`src/rtl/core/energy_vad_hysteresis_assert.svh`:
```
// Assertion macros shared by the voice activity detector RTL.
`ifndef ENERGY_VAD_HYSTERESIS_ASSERT_SVH
`define ENERGY_VAD_HYSTERESIS_ASSERT_SVH

// Same-cycle implication, checked on every rising clock edge outside reset.
`define EVH_ASSERT_NOW(label, clk, rst, ante, cons) \
   label: assert property (@(posedge clk) disable iff (rst) (ante) |-> (cons)) \
      else $error("energy_vad_hysteresis: check failed");

// Next-cycle implication, checked on every rising clock edge outside reset.
`define EVH_ASSERT_NEXT(label, clk, rst, ante, cons) \
   label: assert property (@(posedge clk) disable iff (rst) (ante) |=> (cons)) \
      else $error("energy_vad_hysteresis: check failed");

`endif

```
`src/rtl/core/evh_pkg.sv`:
```
// Shared widths, codes and types for the voice activity detector.
package evh_pkg;

   localparam int SAMPLE_W     = 16;
   localparam int MAG_W        = SAMPLE_W + 1;
   localparam int THRESH_W     = 16;
   localparam int FRAMES_W     = 8;
   localparam int CSR_DATA_W   = 16;
   localparam int CSR_INDEX_W  = 2;
   localparam int MAX_FRAME_SAMPLES = 1024;
   localparam int TALLY_W      = $clog2(MAX_FRAME_SAMPLES + 1);
   localparam int SUM_W        = $clog2(MAX_FRAME_SAMPLES * (1 << SAMPLE_W - 1) + 1);
   localparam int BOUND_W      = (THRESH_W + 1) + TALLY_W;

   localparam logic [THRESH_W-1:0] THRESH_RESET  = THRESH_W'(819);
   localparam logic [FRAMES_W-1:0] TRIGGER_RESET = FRAMES_W'(3);
   localparam logic [FRAMES_W-1:0] RELEASE_RESET = FRAMES_W'(10);
   localparam logic [FRAMES_W-1:0] COUNT_MAX     = '1;

   typedef enum logic [1:0] {
      DEC_SILENCE  = 2'd0,
      DEC_SPEECH   = 2'd1,
      DEC_HANGOVER = 2'd2
   } dec_type;

   typedef enum logic [CSR_INDEX_W-1:0] {
      CSR_THRESHOLD = 2'd0,
      CSR_TRIGGER   = 2'd1,
      CSR_RELEASE   = 2'd2
   } csr_index_type;

   typedef struct packed {
      logic [FRAMES_W-1:0] trigger_frames;
      logic [FRAMES_W-1:0] release_frames;
   } hang_cfg_type;

   typedef struct packed {
      logic close;
      logic loud;
   } frame_status_type;

endpackage

```
`src/rtl/core/evh_accum.sv`:
```
// Per-frame magnitude accumulator and loudness compare.
module evh_accum (
   input  logic                          clock,
   input  logic                          reset,
   input  logic                          step,
   input  logic [evh_pkg::SAMPLE_W-1:0]  sample,
   input  logic                          frame_end,
   input  logic [evh_pkg::THRESH_W-1:0]  threshold_level,
   output evh_pkg::frame_status_type     status
);
   import evh_pkg::*;

   logic [SUM_W-1:0]    sum_ff,   sum_in;
   logic [TALLY_W-1:0]  tally_ff, tally_in;
   logic [MAG_W-1:0]    mag;
   logic                room;
   logic [SUM_W-1:0]    sum_next;
   logic [TALLY_W-1:0]  tally_next;
   logic [THRESH_W:0]   level_plus;
   logic [BOUND_W-1:0]  bound;

   // Take the magnitude; the most negative sample maps to 2^15
   always_comb begin
      if (sample[SAMPLE_W-1]) begin
         mag = MAG_W'(0) - {1'b1, sample};
      end else begin
         mag = {1'b0, sample};
      end
   end

   // Add the sample unless the frame is already full
   assign room       = (tally_ff < TALLY_W'(MAX_FRAME_SAMPLES));
   assign sum_next   = room ? (sum_ff + SUM_W'(mag)) : sum_ff;
   assign tally_next = room ? (tally_ff + TALLY_W'(1)) : tally_ff;

   // floor(sum / n) > T  is the same as  sum >= (T + 1) * n
   assign level_plus  = {1'b0, threshold_level} + (THRESH_W + 1)'(1);
   assign bound       = BOUND_W'(level_plus) * BOUND_W'(tally_next);
   assign status.loud  = (BOUND_W'(sum_next) >= bound);
   assign status.close = step && frame_end;

   // Advance the running sums; clear them when the frame closes
   always_comb begin
      sum_in   = sum_ff;
      tally_in = tally_ff;
      if (step) begin
         if (frame_end) begin
            sum_in   = '0;
            tally_in = '0;
         end else begin
            sum_in   = sum_next;
            tally_in = tally_next;
         end
      end
   end

   always_ff @(posedge clock) begin
      if (reset) begin
         sum_ff   <= '0;
         tally_ff <= '0;
      end else begin
         sum_ff   <= sum_in;
         tally_ff <= tally_in;
      end
   end

endmodule

```
`src/rtl/core/evh_hangover.sv`:
```
// Loud/quiet frame counters and speech state with hangover.
module evh_hangover (
   input  logic                        clock,
   input  logic                        reset,
   input  evh_pkg::frame_status_type   status,
   input  evh_pkg::hang_cfg_type       cfg,
   output evh_pkg::dec_type            decision
);
   import evh_pkg::*;

   logic [FRAMES_W-1:0] loud_ff,   loud_in;
   logic [FRAMES_W-1:0] quiet_ff,  quiet_in;
   logic                speech_ff, speech_in;
   logic [FRAMES_W-1:0] loud_inc,  quiet_inc;

   // Saturating increments
   assign loud_inc  = (loud_ff  == COUNT_MAX) ? loud_ff  : loud_ff  + FRAMES_W'(1);
   assign quiet_inc = (quiet_ff == COUNT_MAX) ? quiet_ff : quiet_ff + FRAMES_W'(1);

   // Update counters and speech state on a closed frame
   always_comb begin
      loud_in   = loud_ff;
      quiet_in  = quiet_ff;
      speech_in = speech_ff;
      decision  = speech_ff ? DEC_SPEECH : DEC_HANGOVER;
      if (status.loud) begin
         loud_in  = loud_inc;
         quiet_in = '0;
         if (!speech_ff && (loud_inc >= cfg.trigger_frames)) begin
            speech_in = 1'b1;
         end
         decision = speech_in ? DEC_SPEECH : DEC_HANGOVER;
      end else begin
         quiet_in = quiet_inc;
         if (speech_ff && (quiet_inc >= cfg.release_frames)) begin
            speech_in = 1'b0;
            loud_in   = '0;
            decision  = DEC_SILENCE;
         end
      end
   end

   always_ff @(posedge clock) begin
      if (reset) begin
         loud_ff   <= '0;
         quiet_ff  <= '0;
         speech_ff <= 1'b0;
      end else if (status.close) begin
         loud_ff   <= loud_in;
         quiet_ff  <= quiet_in;
         speech_ff <= speech_in;
      end
   end

endmodule

```
`src/rtl/core/energy_vad_hysteresis.sv`:
```
// Energy voice activity detector with hangover: top level.
//
// Usage:
//   req_* carries one signed 16-bit audio sample per beat; req_frame_end
//   marks the last sample of a frame. rsp_* carries one decision beat per
//   frame: rsp_decision (0 released to silence, 1 speech, 2 not in speech)
//   and rsp_frame_loud. csr_* writes threshold_level (index 0),
//   trigger_frames (1) and release_frames (2); write only while idle.
// Timing:
//   A sample beat is held in the input register, then summed; the decision
//   for a frame is loaded into the result register and shows on rsp_valid.
//   One sample per cycle is taken while no held decision stalls a closing
//   sample; accumulate and (T+1)*n compare in evh_accum are combinational.
// Reset:
//   Synchronous, active high. Clears the frame sums, frame counters and
//   speech state, and loads threshold 819, trigger 3 and release 10.
// Backpressure:
//   While rsp_stall holds a decision, samples that do not close a frame
//   keep flowing; a frame-closing sample waits in the input register and
//   req_stall rises until the held decision is taken.
`include "energy_vad_hysteresis_assert.svh"

module energy_vad_hysteresis (
   input  logic                              clock,
   input  logic                              reset,
   input  logic                              req_valid,
   output logic                              req_stall,
   input  logic signed [evh_pkg::SAMPLE_W-1:0] req_sample,
   input  logic                              req_frame_end,
   output logic                              rsp_valid,
   input  logic                              rsp_stall,
   output logic [1:0]                        rsp_decision,
   output logic                              rsp_frame_loud,
   input  logic                              csr_we,
   input  logic [evh_pkg::CSR_INDEX_W-1:0]   csr_index,
   input  logic [evh_pkg::CSR_DATA_W-1:0]    csr_wdata
);
   import evh_pkg::*;

   logic [THRESH_W-1:0] thresh_ff;
   logic [FRAMES_W-1:0] trigger_ff;
   logic [FRAMES_W-1:0] release_ff;

   logic                s1_valid_ff, s1_valid_in;
   logic [SAMPLE_W-1:0] s1_sample_ff;
   logic                s1_end_ff;

   logic                rsp_valid_ff, rsp_valid_in;
   dec_type             rsp_dec_ff;
   logic                rsp_loud_ff;

   logic                req_take;
   logic                out_free;
   logic                s1_go;
   frame_status_type    status;
   hang_cfg_type        hang_cfg;
   dec_type             decision;

   // Configuration registers
   always_ff @(posedge clock) begin
      if (reset) begin
         thresh_ff  <= THRESH_RESET;
         trigger_ff <= TRIGGER_RESET;
         release_ff <= RELEASE_RESET;
      end else if (csr_we) begin
         unique case (csr_index)
            CSR_THRESHOLD: thresh_ff  <= csr_wdata[THRESH_W-1:0];
            CSR_TRIGGER:   trigger_ff <= csr_wdata[FRAMES_W-1:0];
            CSR_RELEASE:   release_ff <= csr_wdata[FRAMES_W-1:0];
            default: ;
         endcase
      end
   end

   // Handshake: a frame-closing beat needs a free result slot
   assign out_free  = !rsp_valid_ff || !rsp_stall;
   assign s1_go     = s1_valid_ff && (!s1_end_ff || out_free);
   assign req_stall = s1_valid_ff && !s1_go;
   assign req_take  = req_valid && !req_stall;

   // Input register
   always_comb begin
      s1_valid_in = s1_valid_ff;
      if (req_take) begin
         s1_valid_in = 1'b1;
      end else if (s1_go) begin
         s1_valid_in = 1'b0;
      end
   end

   always_ff @(posedge clock) begin
      if (reset) begin
         s1_valid_ff <= 1'b0;
      end else begin
         s1_valid_ff <= s1_valid_in;
      end
   end

   always_ff @(posedge clock) begin
      if (req_take) begin
         s1_sample_ff <= req_sample;
         s1_end_ff    <= req_frame_end;
      end
   end

   evh_accum u_accum (
      .clock           (clock),
      .reset           (reset),
      .step            (s1_go),
      .sample          (s1_sample_ff),
      .frame_end       (s1_end_ff),
      .threshold_level (thresh_ff),
      .status          (status)
   );

   assign hang_cfg.trigger_frames = trigger_ff;
   assign hang_cfg.release_frames = release_ff;

   evh_hangover u_hangover (
      .clock    (clock),
      .reset    (reset),
      .status   (status),
      .cfg      (hang_cfg),
      .decision (decision)
   );

   // Result register: load on a closed frame, drop once taken
   always_comb begin
      rsp_valid_in = rsp_valid_ff;
      if (status.close) begin
         rsp_valid_in = 1'b1;
      end else if (!rsp_stall) begin
         rsp_valid_in = 1'b0;
      end
   end

   always_ff @(posedge clock) begin
      if (reset) begin
         rsp_valid_ff <= 1'b0;
      end else begin
         rsp_valid_ff <= rsp_valid_in;
      end
   end

   always_ff @(posedge clock) begin
      if (status.close) begin
         rsp_dec_ff  <= decision;
         rsp_loud_ff <= status.loud;
      end
   end

   assign rsp_valid      = rsp_valid_ff;
   assign rsp_decision   = rsp_dec_ff;
   assign rsp_frame_loud = rsp_loud_ff;

   // Release to silence only happens on a quiet frame
   `EVH_ASSERT_NOW(a_silence_quiet, clock, reset,
      rsp_valid && (rsp_decision == DEC_SILENCE), !rsp_frame_loud)
   // Samples that do not close a frame never block the input
   `EVH_ASSERT_NOW(a_mid_frame_flows, clock, reset,
      s1_valid_ff && !s1_end_ff, !req_stall)
   // A held decision blocks the next frame-closing beat
   `EVH_ASSERT_NOW(a_close_waits, clock, reset,
      s1_valid_ff && s1_end_ff && rsp_valid && rsp_stall, req_stall && !status.close)
   // A closed frame always shows up as a result beat
   `EVH_ASSERT_NEXT(a_close_shows, clock, reset, status.close, rsp_valid)

endmodule

```
`config.mk`:
```
export PLATFORM = sky130hd
export DESIGN_NAME = energy_vad_hysteresis
export DESIGN_NICKNAME = d
export VERILOG_FILES = /design/src/rtl/core/evh_pkg.sv /design/src/rtl/core/evh_accum.sv /design/src/rtl/core/evh_hangover.sv /design/src/rtl/core/energy_vad_hysteresis.sv
export VERILOG_INCLUDE_DIRS = /design/src /design/src/rtl/core
export SDC_FILE = /design/constraint.sdc
export NUM_CORES = 1
export LEC_CHECK = 0
export BUFFER_PORTS_ARGS = -buffer_cell sky130_fd_sc_hd__buf_2
export CAP_MARGIN = 20
export CORE_MARGIN = 2
export CORE_UTILIZATION = 62
export DETAILED_ROUTE_END_ITERATION = 12
export HOLD_SLACK_MARGIN = 0.02
export PLACE_DENSITY_LB_ADDON = 0.2
export SLEW_MARGIN = 5
export SYNTH_ARGS = -nofsm -noshare
export SYNTH_HDL_FRONTEND = slang
export SYNTH_HIERARCHICAL = 1
export SYNTH_SLANG_ARGS = --single-unit
```
`constraint.sdc`:
```
create_clock -name clock -period 19.3 [get_ports clock]
set_input_delay 0.965 -clock clock [delete_from_list [all_inputs] [get_ports clock]]
set_output_delay 0.965 -clock clock [all_outputs]
set_load 0.02 [all_outputs]
```
==> metrics, run 1 <==
crit path kind=flop to flop; largest net degree at the start of global routing=90; share of post-route cells with drive strength above 1=7.36%; most frequent CP cell=fa_1; Startpoint Class=flop; total negative slack=0 ns; root buf cell=clkbuf_16; Tmin final=10.43 ns; synthesized cell area=13400 um^2; EDFF count, synth=20; vias in the first global route=10900; Max stage delay on crit path=0.81 ns; Final Cycle Share=54.0%; Req. time, crit path=19.51 ns; Cells after Synth=1593; Reg2Reg Depth=33; Layout Skew=0.00785 ns; Top Ports=45; placed cell areas=13900 um^2; Fin. Hold Viols=0; Num CTS Buffers=9; global-route wire length before repair=54500 um; post-CTS sizing=0; diode count=0; main area contributors after synthesis=fa_1 (20%), dfxtp_1 (13%), ha_1 (12%); Clock Sinks=108; Hold Path Class=flop to flop; Post-CTS Hold Fix Bufs=0; Die ar.=22800 um^2; cell taking the most area after synthesis=fa_1; Mapped Nets=1898; post-synth cell types=86; CTS tree=done; Pwr Density=38.6 nW/um^2; Congestion Overflow GR=0; Seq cells post-synth=108; async set-reset flop share out of synthesis=0%; postcts setup bufs=0; fmax=0.0959 GHz; initial antenna violation count=0; DRT Pass-1 Iters=5; Max Cap Viol=0; Routed Antenna Nets=0; Die Wd=151 um; Site Rows=53; design area=14200 um^2; ys flop type=dfxtp_1; vias post-DR=11200; sequential cell area fraction in the yosys report=17.6%; Hold Path Cell Cnt=2; Static Leakage=6.64 nW; Tightest Pin Transition=1.13 ns; Total GRT Usage=30.5%; wirelength, routed=33000 um; crit end category=flop; Routability Congestion=0.946; CTS Buffer Depth=2; Worst EP arrival=10.64 ns; Final setup viols=0; Layout area overhead=5.64%; RSZ-0062 raised after global routing=no; VDD IR max=0.0000616 V; 1st-iter DRT viols=844; CP max FO=30; Core Box Area=21200 um^2; drt drc=0; slowest cell on the critical path=a311oi_2; area share of the largest cell type after synthesis=20.2%; Worst-path clk slew=0.07 ns; outcome=finished clean; syn avg cell area=8.42 um^2; clk_lat worst skew=0.36 ns; Initial Utilization=63.4%; final slew viol count=0; Slew HR=24.2%; Final Net Count=1917; vias per inst=5.90; post-DP HPWL=25900 um; DR WL/cell=17.5 um; YS warnings=6; Port-buffer cells=44; htree depth=3; die height=151 um
cell usage after synthesis (9+ instances only):
cell type	instances
nor3_1	11
xnor2_1	63
a22oi_1	19
o21ai_1	10
o21ai_0	40
a21o_1	13
mux2i_1	38
nand2b_1	47
nor2b_1	12
a21oi_1	63
fa_1	135
o21a_1	9
ha_1	130
nor2_1	149
a31oi_1	17
xor2_1	38
and3_1	15
inv_1	216
a211o_1	9
clkbuf_1	32
nand3_1	34
dfxtp_1	88
buf_2	14
nand2_1	200
and2_1	22
nand4_1	15
edfxtp_1	20
flip-flops by register name, indices dropped and copies added, names as in the netlist, 2 cells and up:
name and cells:
release_ff 8, u_accum/sum_ff 26, s1_sample_ff 16, u_hangover/loud_ff 8
thresh_ff 16, trigger_ff 8, rsp_decision 2, u_accum/tally_ff 11
u_hangover/quiet_ff 8
per-stage QoR:
step	total power [mW]	setup slack, ns	instances	util, %	hold WS (ns)
2_1_floorplan	0.338	11.01	1593	-	0.449
3_3_place_gp	0.369	9.17	1873	65.5	0.459
3_5_place_dp	0.372	8.82	1874	65.5	0.468
4_1_cts	0.549	8.78	1890	66.9	0.483
5_1_grt	0.576	8.06	1892	66.9	0.498
6_report	0.547	8.87	1892	66.9	0.476
cells in the final DEF (no fill, tap or decap), types with 40 or more instances in the layout:
cell type,n
nor2_1,149
o21ai_0,40
nand2b_1,47
ha_1,130
a21oi_1,63
inv_1,216
nand2_1,200
buf_2,44
fa_1,135
xnor2_1,62
dfxtp_1,88
power breakdown:
| part | internal [mW] | total (mW) | switching [mW] | leakage (nW) |
|---|---|---|---|---|
| Clock | 0.0889 | 0.178 | 0.0888 | 0.132 |
| Sequential | 0.237 | 0.245 | 0.00809 | 0.906 |
| Combinational | 0.0476 | 0.124 | 0.0766 | 5.60 |
| Total | 0.373 | 0.547 | 0.173 | 6.64 |
metal layers:
metal | vias up | GRT usage (%) | part of all wire, %
met5 | - | 0 | 0
met4 | 0 | 11.6 | 3.7
met3 | 79 | 3.92 | 6.9
met2 | 388 | 49.9 | 46
met1 | 5359 | 41.4 | 43
li1 | 5329 | - | -
cells by family after synthesis:
kind of cell	count (synthesis)	synth area share (%)
compound gates	252	12.7
xor+xnor	102	6.72
fa+ha+maj	265	32.3
buf+inv	272	7.86
flops	108	17.6
mux	45	3.43
other cells	1	0.0280
simple gates	548	19.3
layout make-up:
class                           count  area [um^2]
Clock inverter                      6         48.8
Multi-Input combinational cell   1213        10000
Fill cell                        1780         6990
Clock buffer                       10          229
Inverter                          220          826
Timing Repair Buffer               60          348
Tap cell                          275          344
Sequential cell                   108         2360
critical path: cells and delay by family, from the launching register on:
kind            cells  cell delay [ns]
simple gates        9             1.89
xor+xnor            2             0.87
flops               1             0.64
fa+ha+maj           7             3.23
buf+inv             6             0.89
compound gates      9             2.77
worst paths after layout:
path	start	end	slack [ns]
hold reg to reg	release_ff[4]$_SDFFE_PP0P_	release_ff[4]$_SDFFE_PP0P_	0.48
setup reg to reg	u_accum/tally_ff[10]$_SDFFE_PP0P_	u_hangover/loud_ff[7]$_SDFFE_PP0P_	8.87
setup / recovery	u_accum/tally_ff[10]$_SDFFE_PP0P_	u_hangover/loud_ff[7]$_SDFFE_PP0P_	8.87
hold / removal	release_ff[4]$_SDFFE_PP0P_	release_ff[4]$_SDFFE_PP0P_	0.48
No activity file was read; power rests on OpenSTA's default activity.
==> inputs of run 2 (changes only) <==
Clock period 19.3 ns to 10 ns, I/O delays scaled along.
==> metrics, run 2 (synthesis gave the netlist of run 1 again) <==
Regs by FF count=u_accum/sum_ff x26, s1_sample_ff x16, thresh_ff x16; reg2reg setup slack=0.65 ns; vias post-DR=11200; Final Net Count=1922; final cell count without fillers=1897; Clock Sinks=108; Total GRT Usage=30.4%; Pwr Density=74.9 nW/um^2; CTS tree=done; htree depth=3; Multi-input gate area=10000 um^2; global-route wire length before repair=54400 um; drt drc=0; leading cell type in the layout, fill and taps excluded=inv_1; sw frac=31.9%; Startpoint Class=flop; outcome=finished clean; Layout Skew=0.00880 ns; post-DP HPWL=26600 um; Fin. Hold Viols=0; Net Sw Power=339 uW; DR WL/cell=17.6 um; Static Leakage=6.66 nW; 1st-iter DRT viols=741; Inst Count DP=1880; fill cell count=1803; Hold Path Class=input pin to flop; vias in the first global route=10800; Initial Utilization=63.4%; die height=151 um; clk_lat worst skew=0.36 ns; Site Rows=53; Num CTS Buffers=9; vias per inst=5.91; Top Ports=45; crit path kind=flop to flop; RSZ-0062 raised after global routing=no; diode count=0; final core utilization=67.1%; combinational share of power=22.9%; DRT Pass-1 Iters=5; fmax=0.107 GHz; final slew viol count=0; CTS Buffer Depth=2; Tmin final=9.35 ns; clock group share of total power=32.7%; most frequent CP cell=fa_1; max reg flops=26; Layout area overhead=5.88%; wirelength, routed=33500 um; total negative slack=0 ns; Seq pwr share=44.4%; Final Cycle Share=93.5%; Int Power=724 uW; Tightest Pin Transition=1.11 ns; Max Cap Viol=0; VDD IR max=0.000110 V; Die Wd=151 um; Port-buffer cells=44; root buf cell=clkbuf_16; Core Box Area=21200 um^2; Max stage delay on crit path=0.56 ns; Slew HR=25.2%; slowest cell on the critical path=fa_1; Worst-path clk slew=0.08 ns; postcts setup bufs=0; Routability Congestion=1.02; crit end category=flop; Worst EP arrival=9.57 ns; Final setup viols=0; share of post-route cells with drive strength above 1=7.71%; CP max FO=12; largest net degree at the start of global routing=77; Routed Antenna Nets=0; Reg with most FFs=u_accum/sum_ff; initial antenna violation count=0; FF/Latch Area=2360 um^2; Congestion Overflow GR=0; most frequent cells in the layout=inv_1 (216), nand2_1 (200), nor2_1 (149), fa_1 (135), ha_1 (130); Post-CTS Hold Fix Bufs=0; post-CTS sizing=0; Req. time, crit path=10.22 ns; Die ar.=22800 um^2
## run 2: cell count changes in the layout (fill, tap and decap cells not counted)
cell and change:
clkbuf_1 -1, clkinv_4 -1, clkinv_2 +1, inv_6 +2
buf_6 -1, xnor2_1 +1, xnor2_2 -1, clkinv_1 -1
buf_4 +6
## run 2: final timing paths
kind | cells past startpoint | endpoint | startpoint
setup reg to reg | 35 | u_hangover/loud_ff[3]$_SDFFE_PP0P_ | thresh_ff[0]$_SDFFE_PP1P_
setup / recovery | 35 | u_hangover/loud_ff[3]$_SDFFE_PP0P_ | thresh_ff[0]$_SDFFE_PP1P_
hold reg to reg | 2 | release_ff[2]$_SDFFE_PP0P_ | release_ff[2]$_SDFFE_PP0P_
hold / removal | 1 | s1_end_ff$_DFFE_PP_ | req_frame_end
## run 2: power by group through the flow
| stage | logic, mW | clock network (mW) | registers (mW) |
|---|---|---|---|
| finish | 0.243 | 0.348 | 0.472 |
| global route | 0.272 | 0.368 | 0.475 |
| CTS | 0.240 | 0.355 | 0.472 |
| detailed placement | 0.238 | 0 | 0.482 |
| global placement | 0.233 | 0 | 0.482 |
| floorplan | 0.174 | 0 | 0.477 |
## run 2: through the flow
| stage | worst slack, ns | cell area (um^2) | hold slack [ns] | total power, mW |
|---|---|---|---|---|
| after detailed placement | 0.834 | 13900 | 0.468 | 0.721 |
| after global routing | 0.0163 | 14200 | 0.302 | 1.12 |
| final | 0.650 | 14200 | 0.312 | 1.06 |
| after CTS | 0.764 | 14200 | 0.301 | 1.07 |
| after floorplan | 1.71 | 13400 | 0.449 | 0.651 |
| after global placement | 0.949 | 13900 | 0.462 | 0.714 |
## run 2: area by class of cell
| class | count | share of cell area [%] |
|---|---|---|
| inverters | 220 | 5.82 |
| clock inverters | 7 | 0.414 |
| repair buffers | 65 | 2.69 |
| well taps | 275 | 2.42 |
| multi-input cells | 1213 | 70.4 |
| flip-flops and latches | 108 | 16.6 |
| clock buffers | 9 | 1.59 |
## run 2: layer usage
metal / GRT usage, % / share of wire (%) / up-vias
met5: 0 / 0 / -
li1: - / - / 5338
met3: 5.66 / 7.8 / 68
met1: 42.3 / 44 / 5383
met4: 9.21 / 2.5 / 0
met2: 48.3 / 45 / 416
## run 2: worst max-delay path: cells and delay by family (launching register included)
family	cells	cell delay, ns
fa+ha+maj	8	3.57
compound gates	8	1.77
buf+inv	6	0.71
flops	1	0.35
simple gates	12	2.29
xor+xnor	1	0.53
==> inputs of run 3 (changes only) <==
Settings changed: CELL_PAD_IN_SITES_DETAIL_PLACEMENT set to 1, CELL_PAD_IN_SITES_GLOBAL_PLACEMENT set to 1, CORE_UTILIZATION 62 to 50.
==> metrics, run 3 (synthesis gave the netlist of run 1 again) <==
Reg with most FFs=u_accum/sum_ff; Worst Hold Endpoint=s1_sample_ff[1]$_DFFE_PP_; wirelength, routed=38400 um; Final Net Count=1927; Final setup viols=0; r2r endpoint=u_hangover/loud_ff[1]$_SDFFE_PP0P_; vias per inst=5.76; root buf cell=clkbuf_16; Routed Antenna Nets=0; RSZ-0062 raised after global routing=no; Routability Congestion=0.880; DR WL/cell=19.6 um; max reg flops=26; share of post-route cells with drive strength above 1=7.99%; 1st-iter DRT viols=585; Static Leakage=6.70 nW; Inst Count DP=1945; Layout area overhead=6.92%; Final Cycle Share=94.4%; Reg2Reg Depth=35; Core Box Area=26200 um^2; most frequent CP cell=fa_1; Tightest Pin Transition=1.03 ns; post-CTS sizing=0; CTS tree=done; CP max FO=14; VDD IR max=0.0000749 V; Hold Path Class=input pin to flop; Startpoint Class=flop; crit path kind=flop to flop; final cell count without fillers=1962; leading cell type in the layout, fill and taps excluded=inv_1; Max stage delay on crit path=0.55 ns; most frequent cells in the layout=inv_1 (216), nand2_1 (200), nor2_1 (149), fa_1 (135), ha_1 (130); Site Rows=59; Pwr Density=76.9 nW/um^2; fill cell count=3200; Die Wd=168 um; Congestion Overflow GR=0; post-DP HPWL=30800 um; die height=168 um; slowest cell on the critical path=fa_1; Layout Skew=0.0116 ns; final slew viol count=0; total negative slack=0 ns; htree depth=3; Die ar.=28100 um^2; crit end category=flop; diode count=0; Worst-path clk slew=0.08 ns; Regs by FF count=u_accum/sum_ff x26, s1_sample_ff x16, thresh_ff x16; Hold Path Cell Cnt=1; largest net degree at the start of global routing=69; Port-buffer cells=44; vias in the first global route=12100; Worst EP arrival=9.66 ns; Clock Sinks=108; Fin. Hold Viols=0; FF/Latch Area=2360 um^2; clk_lat worst skew=0.37 ns; hold path startpoint=req_sample[1]; drt drc=0; final core utilization=54.7%; outcome=finished clean; reg2reg setup slack=0.56 ns; Tmin final=9.44 ns; Post-CTS Hold Fix Bufs=0; Initial Utilization=51.2%; vias post-DR=11300; postcts setup bufs=0; Top Ports=45; global-route wire length before repair=63100 um; DRT Pass-1 Iters=5; Num CTS Buffers=9; Slew HR=31.5%; initial antenna violation count=0; Req. time, crit path=10.22 ns; Total GRT Usage=28.2%; fmax=0.106 GHz; CTS Buffer Depth=2; Multi-input gate area=10000 um^2; RR Startpoint=thresh_ff[0]$_SDFFE_PP1P_; Power Total=1.10 mW; Max Cap Viol=0
==> run 3: report_power, final <==
group	leakage [nW]	switching (mW)	total, mW	internal (mW)
sequential	0.906	0.0152	0.472	0.457
combinational	5.64	0.160	0.254	0.0943
clock	0.155	0.187	0.376	0.189
==> run 3: worst max-delay path, delay by kind of cell, from the launching register on <==
family | cells | cell delay, ns
AO/OA/AOI/OAI | 8 | 1.75
adder cells (fa/ha/maj) | 8 | 3.56
XOR/XNOR | 1 | 0.53
flip-flops | 1 | 0.32
AND/OR/NAND/NOR | 12 | 2.38
buffers and inverters | 6 | 0.72
==> run 3: layout make-up <==
| type | count | share of cell area (%) |
|---|---|---|
| multi-input cells | 1213 | 69.7 |
| flip-flops and latches | 108 | 16.5 |
| inverters | 220 | 5.76 |
| repair buffers | 70 | 2.92 |
| well taps | 335 | 2.92 |
| clock buffers | 9 | 1.57 |
| clock inverters | 7 | 0.594 |
==> run 3: how the worst max path moves through the flow <==
stage	depth (start not counted)	start	slack [ns]	to
after floorplan	35	thresh_ff[0]$_SDFFE_PP1P_	1.71	u_hangover/loud_ff[5]$_SDFFE_PP0P_
after global placement	35	thresh_ff[0]$_SDFFE_PP1P_	1.03	u_hangover/loud_ff[7]$_SDFFE_PP0P_
after detailed placement	35	thresh_ff[0]$_SDFFE_PP1P_	0.70	u_hangover/loud_ff[1]$_SDFFE_PP0P_
after CTS	35	thresh_ff[0]$_SDFFE_PP1P_	0.59	u_hangover/loud_ff[1]$_SDFFE_PP0P_
after global routing	35	thresh_ff[0]$_SDFFE_PP1P_	0.05	u_hangover/loud_ff[2]$_SDFFE_PP0P_
final	35	thresh_ff[0]$_SDFFE_PP1P_	0.56	u_hangover/loud_ff[1]$_SDFFE_PP0P_
==> run 3: through the flow <==
step / hold WS (ns) / instance area, um^2 / setup WS (ns)
2_1_floorplan: 0.449 / 13400 / 1.71
3_3_place_gp: 0.463 / 14000 / 1.03
3_5_place_dp: 0.478 / 14000 / 0.702
4_1_cts: 0.290 / 14300 / 0.594
5_1_grt: 0.293 / 14300 / 0.0484
6_report: 0.303 / 14300 / 0.556
==> run 3: per-layer routing <==
metal	track usage, %	wire, um	up-vias
met2	48.1	18700	229
met5	0	0	-
met4	8.28	970	0
met3	2.95	1620	76
met1	38.0	17100	5670
li1	-	-	5326
